$ cat src/rtl/core/fdd_pkg.sv
// ----------------------------------------------------------------------------
// fdd_pkg: shared types and constants for the demixing MAC
// Sample, sum and index widths, configuration register codes and reset values,
// and the sequencer status bundle.
// ----------------------------------------------------------------------------
package fdd_pkg;

  // Payload widths
  localparam int SAMPLE_W  = 16;   // Q1.15 spectrum and weight parts
  localparam int PROD_W    = 32;   // one real 16x16 product
  localparam int SUM_W     = 37;   // Q7.30 sum with guard bits
  localparam int SRC_IDX_W = 2;
  localparam int BIN_IDX_W = 10;

  // Parameter defaults
  localparam int DEF_MAX_SOURCES  = 4;
  localparam int DEF_MAX_CHANNELS = 16;
  localparam int DEF_MAX_BINS     = 1024;

  // Configuration port
  localparam int CFG_IDX_W  = 2;
  localparam int CFG_DATA_W = 11;
  localparam int SRC_CFG_W  = 3;
  localparam int CH_CFG_W   = 5;
  localparam int BIN_CFG_W  = 11;

  localparam logic [SRC_CFG_W-1:0] SRC_CFG_RST = SRC_CFG_W'(4);
  localparam logic [CH_CFG_W-1:0]  CH_CFG_RST  = CH_CFG_W'(4);
  localparam logic [BIN_CFG_W-1:0] BIN_CFG_RST = BIN_CFG_W'(257);

  typedef enum logic [CFG_IDX_W-1:0] {
    CFG_SOURCES  = 2'd0,
    CFG_CHANNELS = 2'd1,
    CFG_BINS     = 2'd2
  } cfg_reg_e;

  // Position of the item in stage 1 within the frame
  typedef struct packed {
    logic                 last_ch;     // final channel of the bin
    logic                 last_frame;  // final bin of the final source
    logic                 frame_start; // source 0, bin 0, channel 0
    logic [SRC_IDX_W-1:0] src_idx;
    logic [BIN_IDX_W-1:0] bin_idx;
  } seq_t;

endpackage

$ cat src/rtl/core/fdd_if.sv
// ----------------------------------------------------------------------------
// fdd_if: valid/ready channels of the demixing MAC
// fdd_in_if carries one channel sample and weight, fdd_out_if one separated
// bin.
// ----------------------------------------------------------------------------
interface fdd_in_if import fdd_pkg::*; ();
  logic                       valid;
  logic                       ready;
  logic signed [SAMPLE_W-1:0] x_re;
  logic signed [SAMPLE_W-1:0] x_im;
  logic signed [SAMPLE_W-1:0] w_re;
  logic signed [SAMPLE_W-1:0] w_im;
  logic                       channel_enabled;
  logic                       source_active;

  modport source (
    output valid, x_re, x_im, w_re, w_im, channel_enabled, source_active,
    input  ready
  );
  modport sink (
    input  valid, x_re, x_im, w_re, w_im, channel_enabled, source_active,
    output ready
  );
endinterface

interface fdd_out_if import fdd_pkg::*; ();
  logic                        valid;
  logic                        ready;
  logic signed [SUM_W-1:0]     y_re;
  logic signed [SUM_W-1:0]     y_im;
  logic        [SRC_IDX_W-1:0] source_index;
  logic        [BIN_IDX_W-1:0] bin_index;
  logic                        last_of_frame;

  modport source (
    output valid, y_re, y_im, source_index, bin_index, last_of_frame,
    input  ready
  );
  modport sink (
    input  valid, y_re, y_im, source_index, bin_index, last_of_frame,
    output ready
  );
endinterface

$ cat src/rtl/core/fdd_seq.sv
// ----------------------------------------------------------------------------
// fdd_seq: frame sequencer
// Holds the configuration registers and the channel, bin and source counters;
// flags the last channel of a bin and the last bin of a frame.
// ----------------------------------------------------------------------------
module fdd_seq import fdd_pkg::*; #(
  parameter int MAX_SOURCES  = DEF_MAX_SOURCES,
  parameter int MAX_CHANNELS = DEF_MAX_CHANNELS,
  parameter int MAX_BINS     = DEF_MAX_BINS
) (
  input  logic                  clk_i,
  input  logic                  rst_ni,
  input  logic                  cfg_we_i,
  input  logic [CFG_IDX_W-1:0]  cfg_idx_i,
  input  logic [CFG_DATA_W-1:0] cfg_data_i,
  input  logic                  adv_i,
  output seq_t                  seq_o
);

  localparam int SRC_W  = (MAX_SOURCES > 1) ? $clog2(MAX_SOURCES) : 1;
  localparam int CH_W   = (MAX_CHANNELS > 1) ? $clog2(MAX_CHANNELS) : 1;
  localparam int BIN_W  = $clog2(MAX_BINS);
  localparam int NSRC_W = $clog2(MAX_SOURCES + 1);
  localparam int NCH_W  = $clog2(MAX_CHANNELS + 1);
  localparam int NBIN_W = $clog2(MAX_BINS + 1);

  logic [SRC_CFG_W-1:0] src_cfg_q;
  logic [CH_CFG_W-1:0]  ch_cfg_q;
  logic [BIN_CFG_W-1:0] bin_cfg_q;

  logic [SRC_W-1:0] src_cnt_q, src_cnt_d;
  logic [CH_W-1:0]  ch_cnt_q, ch_cnt_d;
  logic [BIN_W-1:0] bin_cnt_q, bin_cnt_d;

  logic [NSRC_W-1:0] n_src;
  logic [NCH_W-1:0]  n_ch;
  logic [NBIN_W-1:0] n_bin;
  logic              last_src, last_bin, last_ch;

  // Clamp each register to 1..max; zero acts as one
  always_comb begin
    if (src_cfg_q == '0) begin
      n_src = NSRC_W'(1);
    end else if (32'(src_cfg_q) > 32'(MAX_SOURCES)) begin
      n_src = NSRC_W'(MAX_SOURCES);
    end else begin
      n_src = NSRC_W'(src_cfg_q);
    end

    if (ch_cfg_q == '0) begin
      n_ch = NCH_W'(1);
    end else if (32'(ch_cfg_q) > 32'(MAX_CHANNELS)) begin
      n_ch = NCH_W'(MAX_CHANNELS);
    end else begin
      n_ch = NCH_W'(ch_cfg_q);
    end

    if (bin_cfg_q == '0) begin
      n_bin = NBIN_W'(1);
    end else if (32'(bin_cfg_q) > 32'(MAX_BINS)) begin
      n_bin = NBIN_W'(MAX_BINS);
    end else begin
      n_bin = NBIN_W'(bin_cfg_q);
    end
  end

  // A counter at or past the last value counts as on it
  assign last_ch  = (32'(ch_cnt_q) + 32'd1) >= 32'(n_ch);
  assign last_bin = (32'(bin_cnt_q) + 32'd1) >= 32'(n_bin);
  assign last_src = (32'(src_cnt_q) + 32'd1) >= 32'(n_src);

  always_comb begin
    ch_cnt_d  = ch_cnt_q;
    bin_cnt_d = bin_cnt_q;
    src_cnt_d = src_cnt_q;
    if (adv_i) begin
      if (!last_ch) begin
        ch_cnt_d = ch_cnt_q + CH_W'(1);
      end else begin
        ch_cnt_d = '0;
        if (!last_bin) begin
          bin_cnt_d = bin_cnt_q + BIN_W'(1);
        end else begin
          bin_cnt_d = '0;
          src_cnt_d = last_src ? '0 : src_cnt_q + SRC_W'(1);
        end
      end
    end
  end

  always_ff @(posedge clk_i or negedge rst_ni) begin
    if (!rst_ni) begin
      src_cfg_q <= SRC_CFG_RST;
      ch_cfg_q  <= CH_CFG_RST;
      bin_cfg_q <= BIN_CFG_RST;
      ch_cnt_q  <= '0;
      bin_cnt_q <= '0;
      src_cnt_q <= '0;
    end else begin
      if (cfg_we_i) begin
        unique case (cfg_reg_e'(cfg_idx_i))
          CFG_SOURCES:  src_cfg_q <= cfg_data_i[SRC_CFG_W-1:0];
          CFG_CHANNELS: ch_cfg_q  <= cfg_data_i[CH_CFG_W-1:0];
          CFG_BINS:     bin_cfg_q <= cfg_data_i[BIN_CFG_W-1:0];
          default: ;
        endcase
      end
      ch_cnt_q  <= ch_cnt_d;
      bin_cnt_q <= bin_cnt_d;
      src_cnt_q <= src_cnt_d;
    end
  end

  assign seq_o.last_ch     = last_ch;
  assign seq_o.last_frame  = last_src && last_bin;
  assign seq_o.frame_start = (ch_cnt_q == '0) && (bin_cnt_q == '0) && (src_cnt_q == '0);
  assign seq_o.src_idx     = SRC_IDX_W'(src_cnt_q);
  assign seq_o.bin_idx     = BIN_IDX_W'(bin_cnt_q);

endmodule

$ cat src/rtl/core/fdd_acc.sv
// ----------------------------------------------------------------------------
// fdd_acc: complex multiply-accumulate
// Forms W*X from registered operands and adds it into the 37-bit running sum;
// the sum wraps modulo 2^37 and clears after the last channel of a bin.
// ----------------------------------------------------------------------------
module fdd_acc import fdd_pkg::*; (
  input  logic                       clk_i,
  input  logic                       rst_ni,
  input  logic signed [SAMPLE_W-1:0] x_re_i,
  input  logic signed [SAMPLE_W-1:0] x_im_i,
  input  logic signed [SAMPLE_W-1:0] w_re_i,
  input  logic signed [SAMPLE_W-1:0] w_im_i,
  input  logic                       add_en_i,  // product contributes
  input  logic                       adv_i,     // stage 1 item consumed
  input  logic                       clr_i,     // last channel: restart sum
  output logic signed [SUM_W-1:0]    sum_re_o,  // sum including this item
  output logic signed [SUM_W-1:0]    sum_im_o
);

  logic signed [PROD_W-1:0] p_rr, p_ii, p_ri, p_ir;
  logic signed [SUM_W-1:0]  term_re, term_im;
  logic signed [SUM_W-1:0]  sum_re_q, sum_im_q;

  assign p_rr = w_re_i * x_re_i;
  assign p_ii = w_im_i * x_im_i;
  assign p_ri = w_re_i * x_im_i;
  assign p_ir = w_im_i * x_re_i;

  assign term_re = add_en_i ? (SUM_W'(p_rr) - SUM_W'(p_ii)) : '0;
  assign term_im = add_en_i ? (SUM_W'(p_ri) + SUM_W'(p_ir)) : '0;

  assign sum_re_o = sum_re_q + term_re;
  assign sum_im_o = sum_im_q + term_im;

  always_ff @(posedge clk_i or negedge rst_ni) begin
    if (!rst_ni) begin
      sum_re_q <= '0;
      sum_im_q <= '0;
    end else if (adv_i) begin
      sum_re_q <= clr_i ? '0 : sum_re_o;
      sum_im_q <= clr_i ? '0 : sum_im_o;
    end
  end

endmodule

$ cat src/rtl/core/freq_domain_demix_mac.sv
// ----------------------------------------------------------------------------
// freq_domain_demix_mac: frequency-domain demixing multiply-accumulate
// Weight-and-sum beamformer core: sums W*X over the enabled channels of each
// bin and emits one separated bin per source and bin.
// ----------------------------------------------------------------------------
// A request accepted on in_i is held in the operand register; when the final
// channel of a bin leaves it, the bin sum is loaded into the result register.
// Throughput: one request per cycle, set by the 37-bit accumulator loop fed by
// four parallel 16x16 multipliers; a final-channel item waits while out_o stalls.
// Reset: counters and sums clear, registers return to 4 sources, 4 channels,
// 257 bins; both pipeline stages empty.
// ----------------------------------------------------------------------------
module freq_domain_demix_mac import fdd_pkg::*; #(
  parameter int MAX_SOURCES  = DEF_MAX_SOURCES,
  parameter int MAX_CHANNELS = DEF_MAX_CHANNELS,
  parameter int MAX_BINS     = DEF_MAX_BINS
) (
  input  logic                  clk_i,
  input  logic                  rst_ni,
  input  logic                  cfg_we_i,
  input  logic [CFG_IDX_W-1:0]  cfg_idx_i,
  input  logic [CFG_DATA_W-1:0] cfg_data_i,
  fdd_in_if.sink                in_i,
  fdd_out_if.source             out_o
);

  // Stage 1: operand register
  logic                       s1_v_q;
  logic signed [SAMPLE_W-1:0] x_re_q, x_im_q, w_re_q, w_im_q;
  logic                       en_q, act_q;

  // Stage 2: result register
  logic                        out_v_q;
  logic signed [SUM_W-1:0]     y_re_q, y_im_q;
  logic        [SRC_IDX_W-1:0] src_idx_q;
  logic        [BIN_IDX_W-1:0] bin_idx_q;
  logic                        last_frame_q;

  seq_t                    seq;
  logic                    s1_fire, in_fire, out_load;
  logic signed [SUM_W-1:0] sum_re, sum_im;

  // A non-final channel only updates the sum, so it always moves on; the
  // final channel needs room in the result register.
  assign s1_fire  = s1_v_q && (!seq.last_ch || !out_v_q || out_o.ready);
  assign out_load = s1_fire && seq.last_ch;
  assign in_i.ready = !s1_v_q || s1_fire;
  assign in_fire  = in_i.valid && in_i.ready;

  fdd_seq #(
    .MAX_SOURCES  (MAX_SOURCES),
    .MAX_CHANNELS (MAX_CHANNELS),
    .MAX_BINS     (MAX_BINS)
  ) u_seq (
    .clk_i      (clk_i),
    .rst_ni     (rst_ni),
    .cfg_we_i   (cfg_we_i),
    .cfg_idx_i  (cfg_idx_i),
    .cfg_data_i (cfg_data_i),
    .adv_i      (s1_fire),
    .seq_o      (seq)
  );

  // Masked channels and inactive sources add nothing
  fdd_acc u_acc (
    .clk_i    (clk_i),
    .rst_ni   (rst_ni),
    .x_re_i   (x_re_q),
    .x_im_i   (x_im_q),
    .w_re_i   (w_re_q),
    .w_im_i   (w_im_q),
    .add_en_i (en_q && act_q),
    .adv_i    (s1_fire),
    .clr_i    (seq.last_ch),
    .sum_re_o (sum_re),
    .sum_im_o (sum_im)
  );

  // Operand register: hold while the item waits, load on each request
  always_ff @(posedge clk_i or negedge rst_ni) begin
    if (!rst_ni) begin
      s1_v_q <= 1'b0;
    end else if (in_i.ready) begin
      s1_v_q <= in_i.valid;
    end
  end

  always_ff @(posedge clk_i) begin
    if (in_fire) begin
      x_re_q <= in_i.x_re;
      x_im_q <= in_i.x_im;
      w_re_q <= in_i.w_re;
      w_im_q <= in_i.w_im;
      en_q   <= in_i.channel_enabled;
      act_q  <= in_i.source_active;
    end
  end

  // Result register: an inactive source on the final channel reads as zero
  always_ff @(posedge clk_i or negedge rst_ni) begin
    if (!rst_ni) begin
      out_v_q <= 1'b0;
    end else if (out_load) begin
      out_v_q <= 1'b1;
    end else if (out_o.ready) begin
      out_v_q <= 1'b0;
    end
  end

  always_ff @(posedge clk_i) begin
    if (out_load) begin
      y_re_q       <= act_q ? sum_re : '0;
      y_im_q       <= act_q ? sum_im : '0;
      src_idx_q    <= seq.src_idx;
      bin_idx_q    <= seq.bin_idx;
      last_frame_q <= seq.last_frame;
    end
  end

  assign out_o.valid         = out_v_q;
  assign out_o.y_re          = y_re_q;
  assign out_o.y_im          = y_im_q;
  assign out_o.source_index  = src_idx_q;
  assign out_o.bin_index     = bin_idx_q;
  assign out_o.last_of_frame = last_frame_q;

  // --------------------------------------------------------------------------
  // Assertions
  // --------------------------------------------------------------------------

  // The final result of a frame returns the sequencer to the frame start
  a_frame_wrap: assert property (@(posedge clk_i) disable iff (!rst_ni)
    out_load && seq.last_frame |=> seq.frame_start)
    else $error("sequencer did not return to frame start after last result");

  // A final-channel item blocked by a full, stalled result register stays put
  a_hold_last: assert property (@(posedge clk_i) disable iff (!rst_ni)
    s1_v_q && seq.last_ch && out_v_q && !out_o.ready |=> s1_v_q && out_v_q)
    else $error("final-channel item left stage 1 while the result was stalled");

  // A new result only follows the final channel of a bin
  a_result_src: assert property (@(posedge clk_i) disable iff (!rst_ni)
    $rose(out_v_q) |-> $past(s1_fire && seq.last_ch))
    else $error("result appeared without a final-channel item");

endmodule
$ cat src/flat_wrapper.sv
// flat-port wrapper written by rule: the top's interface ports become plain ports
module freq_domain_demix_mac_flat import fdd_pkg::*;
#(
  parameter int MAX_SOURCES  = DEF_MAX_SOURCES,
  parameter int MAX_CHANNELS = DEF_MAX_CHANNELS,
  parameter int MAX_BINS     = DEF_MAX_BINS
)
  (clk_i, rst_ni, cfg_we_i, cfg_idx_i, cfg_data_i, in_i_valid, in_i_x_re, in_i_x_im, in_i_w_re, in_i_w_im, in_i_channel_enabled, in_i_source_active, in_i_ready, out_o_valid, out_o_y_re, out_o_y_im, out_o_source_index, out_o_bin_index, out_o_last_of_frame, out_o_ready);
  fdd_in_if in_i_i ();
  fdd_out_if out_o_i ();
  input  logic clk_i;
  input  logic rst_ni;
  input  logic cfg_we_i;
  input  logic [CFG_IDX_W-1:0] cfg_idx_i;
  input  logic [CFG_DATA_W-1:0] cfg_data_i;
  input wire logic [$bits(in_i_i.valid)-1:0] in_i_valid;
  input wire logic [$bits(in_i_i.x_re)-1:0] in_i_x_re;
  input wire logic [$bits(in_i_i.x_im)-1:0] in_i_x_im;
  input wire logic [$bits(in_i_i.w_re)-1:0] in_i_w_re;
  input wire logic [$bits(in_i_i.w_im)-1:0] in_i_w_im;
  input wire logic [$bits(in_i_i.channel_enabled)-1:0] in_i_channel_enabled;
  input wire logic [$bits(in_i_i.source_active)-1:0] in_i_source_active;
  output wire logic [$bits(in_i_i.ready)-1:0] in_i_ready;
  output wire logic [$bits(out_o_i.valid)-1:0] out_o_valid;
  output wire logic [$bits(out_o_i.y_re)-1:0] out_o_y_re;
  output wire logic [$bits(out_o_i.y_im)-1:0] out_o_y_im;
  output wire logic [$bits(out_o_i.source_index)-1:0] out_o_source_index;
  output wire logic [$bits(out_o_i.bin_index)-1:0] out_o_bin_index;
  output wire logic [$bits(out_o_i.last_of_frame)-1:0] out_o_last_of_frame;
  input wire logic [$bits(out_o_i.ready)-1:0] out_o_ready;
  assign in_i_i.valid = in_i_valid;
  assign in_i_i.x_re = in_i_x_re;
  assign in_i_i.x_im = in_i_x_im;
  assign in_i_i.w_re = in_i_w_re;
  assign in_i_i.w_im = in_i_w_im;
  assign in_i_i.channel_enabled = in_i_channel_enabled;
  assign in_i_i.source_active = in_i_source_active;
  assign in_i_ready = in_i_i.ready;
  assign out_o_valid = out_o_i.valid;
  assign out_o_y_re = out_o_i.y_re;
  assign out_o_y_im = out_o_i.y_im;
  assign out_o_source_index = out_o_i.source_index;
  assign out_o_bin_index = out_o_i.bin_index;
  assign out_o_last_of_frame = out_o_i.last_of_frame;
  assign out_o_i.ready = out_o_ready;
  freq_domain_demix_mac #(.MAX_SOURCES(MAX_SOURCES), .MAX_CHANNELS(MAX_CHANNELS), .MAX_BINS(MAX_BINS)) u_core (.clk_i(clk_i), .rst_ni(rst_ni), .cfg_we_i(cfg_we_i), .cfg_idx_i(cfg_idx_i), .cfg_data_i(cfg_data_i), .in_i(in_i_i), .out_o(out_o_i));
endmodule
$ cat config.mk
export PLATFORM = sky130hd
export DESIGN_NAME = freq_domain_demix_mac_flat
export DESIGN_NICKNAME = d
export VERILOG_FILES = /design/src/rtl/core/fdd_pkg.sv /design/src/rtl/core/fdd_if.sv /design/src/rtl/core/fdd_seq.sv /design/src/rtl/core/fdd_acc.sv /design/src/rtl/core/freq_domain_demix_mac.sv /design/src/flat_wrapper.sv
export SDC_FILE = /design/constraint.sdc
export NUM_CORES = 2
export LEC_CHECK = 0
export CAP_MARGIN = 15
export CORE_ASPECT_RATIO = 0.5
export CORE_MARGIN = 1
export CORE_UTILIZATION = 40
export DETAILED_ROUTE_END_ITERATION = 12
export DONT_BUFFER_PORTS = 1
export SLEW_MARGIN = 20
export SYNTH_ARGS = -nofsm -noshare
export SYNTH_HDL_FRONTEND = slang
export SYNTH_SLANG_ARGS = --single-unit
$ cat constraint.sdc
create_clock -name clk_i -period 9.6 [get_ports clk_i]
set_clock_uncertainty 0.2 [all_clocks]
set_input_delay 0.48 -clock clk_i [delete_from_list [all_inputs] [get_ports clk_i]]
set_output_delay 0.48 -clock clk_i [all_outputs]
set_load 0.01 [all_outputs]
==> flow_summary_export.csv <==
group,metric,value,unit
floorplanning,die_w,522,um
logic_synthesis,ys.flop_type,"edfxtp_1",
sta,rsz0062_at_grt,"yes",
logic_synthesis,yosys.area_share.adder,52.8,%
logic_synthesis,synth-simple-area-share,13.9,%
logic_synthesis,synth_top_family_by_area,"adder cells",
logic_synthesis,synthMuxAreaShare,0.437,%
hold_path,hold_class,"primary input to flop",
place,gp_congestion,0.934,
final_layout,drive_gt1_share,11.7,%
logic_synthesis,synth_cell_type_count,79,
final_layout,layout_common_cells,"inv_1, fa_1, and2_1, nand2_1, ha_1",
logic_synthesis,synth_xor_area_share,2.77,%
routing,ant_nets,0,
clock_network,h-tree-depth,1,
logic_synthesis,synth.net_count,7173,
clock_network,path_clk_slew,70,ps
floorplanning,die_h,262,um
final_layout,fin_nets,7467,
routing,wl_per_cell,21.2,um
clock_network,cts_made_buffers,31,
floorplanning,io_pins,173,
clock_network,tritoncts,"built",
logic_synthesis,synth_compound_area_share,5.73,%
sta,period_share,99.5,%
floorplanning,design.core.area,134000,um2
logic_synthesis,synth_area,54100,um2
place,place_ws,-530,ps
sta,fmax,105,MHz
sta,finalSetupViolCount,0,
logic_synthesis,synth_edf_count,153,
clock_network,root_buffer,"clkbuf_16",
sta,period_needed,9550,ps
grt,grt_max_degree,112,
logic_synthesis,syn_inst,5510,
routing,num_vias,38700,
clock_network,clk_latency,680,ps
final_layout,final_area,62500,um2
routing,drt_iter0_drc,2705,
routing,remaining_drc_errors,0,
final_layout,mostFrequentLayoutCell,"inv_1",
place,place_inst,7401,
sta,worstMarginPinSlew,1020,ps
floorplanning,start_util,40.3,%
setup_path,critPathArrivalTime,9750,ps
logic_synthesis,ys_async_sr_fraction,42.0,%
setup_path,required,9800,ps
logic_synthesis,synth.avg_cell_area,9.83,um2
setup_path,crit_top_cell,"fa_1",
setup_path,cp-start-kind,"flop",
final_layout,nFillCells,12600,
grt,antenna_found_initial,11,
place,place.port_buffers,0,
clock_network,clock_sinks,264,
sta,hold_slack,54.2,ps
setup_path,end_kind,"flop",
setup_path,crit_type,"flop to flop",
setup_path,crit_slowest_cell,"fa_1",
clock_network,cts_buffer_depth,3,
floorplanning,dieArea,137000,um2
final_layout,syn_to_final_growth,15.5,%
final_layout,fin_cells,7628,
grt,grt_first_pass_wirelength,249000,um
routing,vias_per_cell,5.07,
floorplanning,num_rows,95,
flow_run,cap_violations,0,
final_layout,multi_input_area,41900,um2
sta,worst_slack,50.4,ps
setup_path,critical-path-max-stage-delay,620,ps
place,dp_hpwl,129000,um
logic_synthesis,yosysSeqAreaShare,13.6,%
setup_path,critPathMaxFanout,14,
routing,dr.pass1.iters,6,
sta,final_max_slew_viol_count,0,
grt,grt_pass1_vias,42000,
sta,final-hold-violation-count,0,
logic_synthesis,synth.yosys.warnings,0,
sta,slew_headroom,31.8,%
final_layout,seqCellArea,7380,um2
setup_path,reg2reg_setup_slack,50,ps
routing,routed_wl,162000,um
grt,grt_use_total,23.9,%
logic_synthesis,ys_seq_elements,264,
grt,grt_overflow,0,
place,dpl-instance-area,58700,um2
outcome,outcome,"complete, no violations",
## what timing repair did
action	CTS	global route
setup endpoints to repair	34	53
cloned	0	7
hold buffers	87	0
setup buffers	10	60
gates resized for setup	41	201
pin swaps	12	122
endpoints found under the hold margin	198	0
## registers in the layout, indices dropped and copies added (netlist names), 16 cells and up
name and flops:
u_core.w_re_q 16, u_core.u_acc.sum_re_q 37, u_core.u_acc.sum_im_q 37, u_core.x_im_q 16, u_core.out_o.y_re 37, u_core.w_im_q 16
u_core.x_re_q 16, u_core.out_o.y_im 37
## synthesized netlist by cell type (all sizes together) (5+ instances only)
library cell | n | area share, %
inv | 1317 | 9.1
fa | 1175 | 43
and2 | 600 | 6.9
nand2 | 539 | 3.7
ha | 404 | 9.3
clkbuf | 226 | 1.6
nor2 | 154 | 1.1
edfxtp | 153 | 8.5
dfrtp | 107 | 4.9
a21oi | 105 | 0.99
xnor2 | 105 | 1.7
o21ai | 81 | 0.77
a22o | 70 | 1.1
xor2 | 63 | 1.0
a21o | 60 | 0.83
nand2b | 57 | 0.66
nand3 | 27 | 0.25
nor3 | 27 | 0.25
o21a | 24 | 0.33
o21bai | 21 | 0.29
and3 | 18 | 0.21
mux2 | 18 | 0.38
nor2b | 18 | 0.21
a31oi | 14 | 0.21
a211oi | 11 | 0.18
o211ai | 11 | 0.15
o31ai | 9 | 0.17
a211o | 8 | 0.13
nand4 | 7 | 0.081
nor3b | 6 | 0.083
or3 | 6 | 0.069
buf | 5 | 0.037
nand3b | 5 | 0.069
nor4 | 5 | 0.081
## through the flow
stage          setup TNS (ps)  utilization [%]
3_3_place_gp            -4670             43.7
4_1_cts                     0             45.4
3_5_place_dp            -6680             43.7
2_1_floorplan               0                -
6_report                    0             46.5
5_1_grt                 -2640             46.5
## routing by layer
metal | vias to the layer above | global-route usage, % | wire length, um
met3 | 247 | 3.85 | 11900
met5 | - | 0 | 13
met1 | 20200 | 33.1 | 69900
met2 | 1187 | 38.9 | 74900
met4 | 2 | 6.92 | 5340
li1 | 17000 | - | -
## cell type report
cell class,count,share of cell area (%)
Clock buffer,35,1.31
Clock inverter,23,0.384
Inverter,1320,7.93
Tap cell,1794,3.59
Antenna cell,5,0.0200
Multi-Input combinational cell,3695,67.1
Timing Repair Buffer,492,7.91
Sequential cell,264,11.8
## final timing paths
| check | startpoint | to | cells past startpoint |
|---|---|---|---|
| max | u_core.w_im_q[11] | u_core.out_o.y_im[34] | 37 |
| max reg2reg | u_core.w_im_q[11] | u_core.out_o.y_im[34] | 37 |
| min | cfg_we_i | u_core.u_seq.ch_cfg_q[4] | 2 |
| min reg2reg | u_core.u_acc.sum_im_q[29] | u_core.u_acc.sum_im_q[29] | 2 |
| max in group asynchronous | rst_ni | u_core.u_acc.sum_im_q[7] | 2 |
| min in group asynchronous | rst_ni | u_core.u_acc.sum_re_q[25] | 2 |
## cells by family after synthesis
family | Yosys count
mux | 21
simple gates | 1482
flops | 264
compound gates | 444
buf+inv | 1551
fa+ha+maj | 1579
xor+xnor | 169
## worst max-delay path: cells and delay by family, from the launching register on
| kind | cells | cell delay, ps |
|---|---|---|
| AOI/OAI and AO/OA | 6 | 1240 |
| and+or+nand+nor | 11 | 1570 |
| xor gates and xnor gates | 2 | 390 |
| buffers and inverters | 8 | 940 |
| adders and majority gates | 10 | 4400 |
| DFF | 1 | 510 |
Power is left out: the tool's default activity adds up to more than one toggle a clock period on the data nets, which glitch-free logic cannot reach.
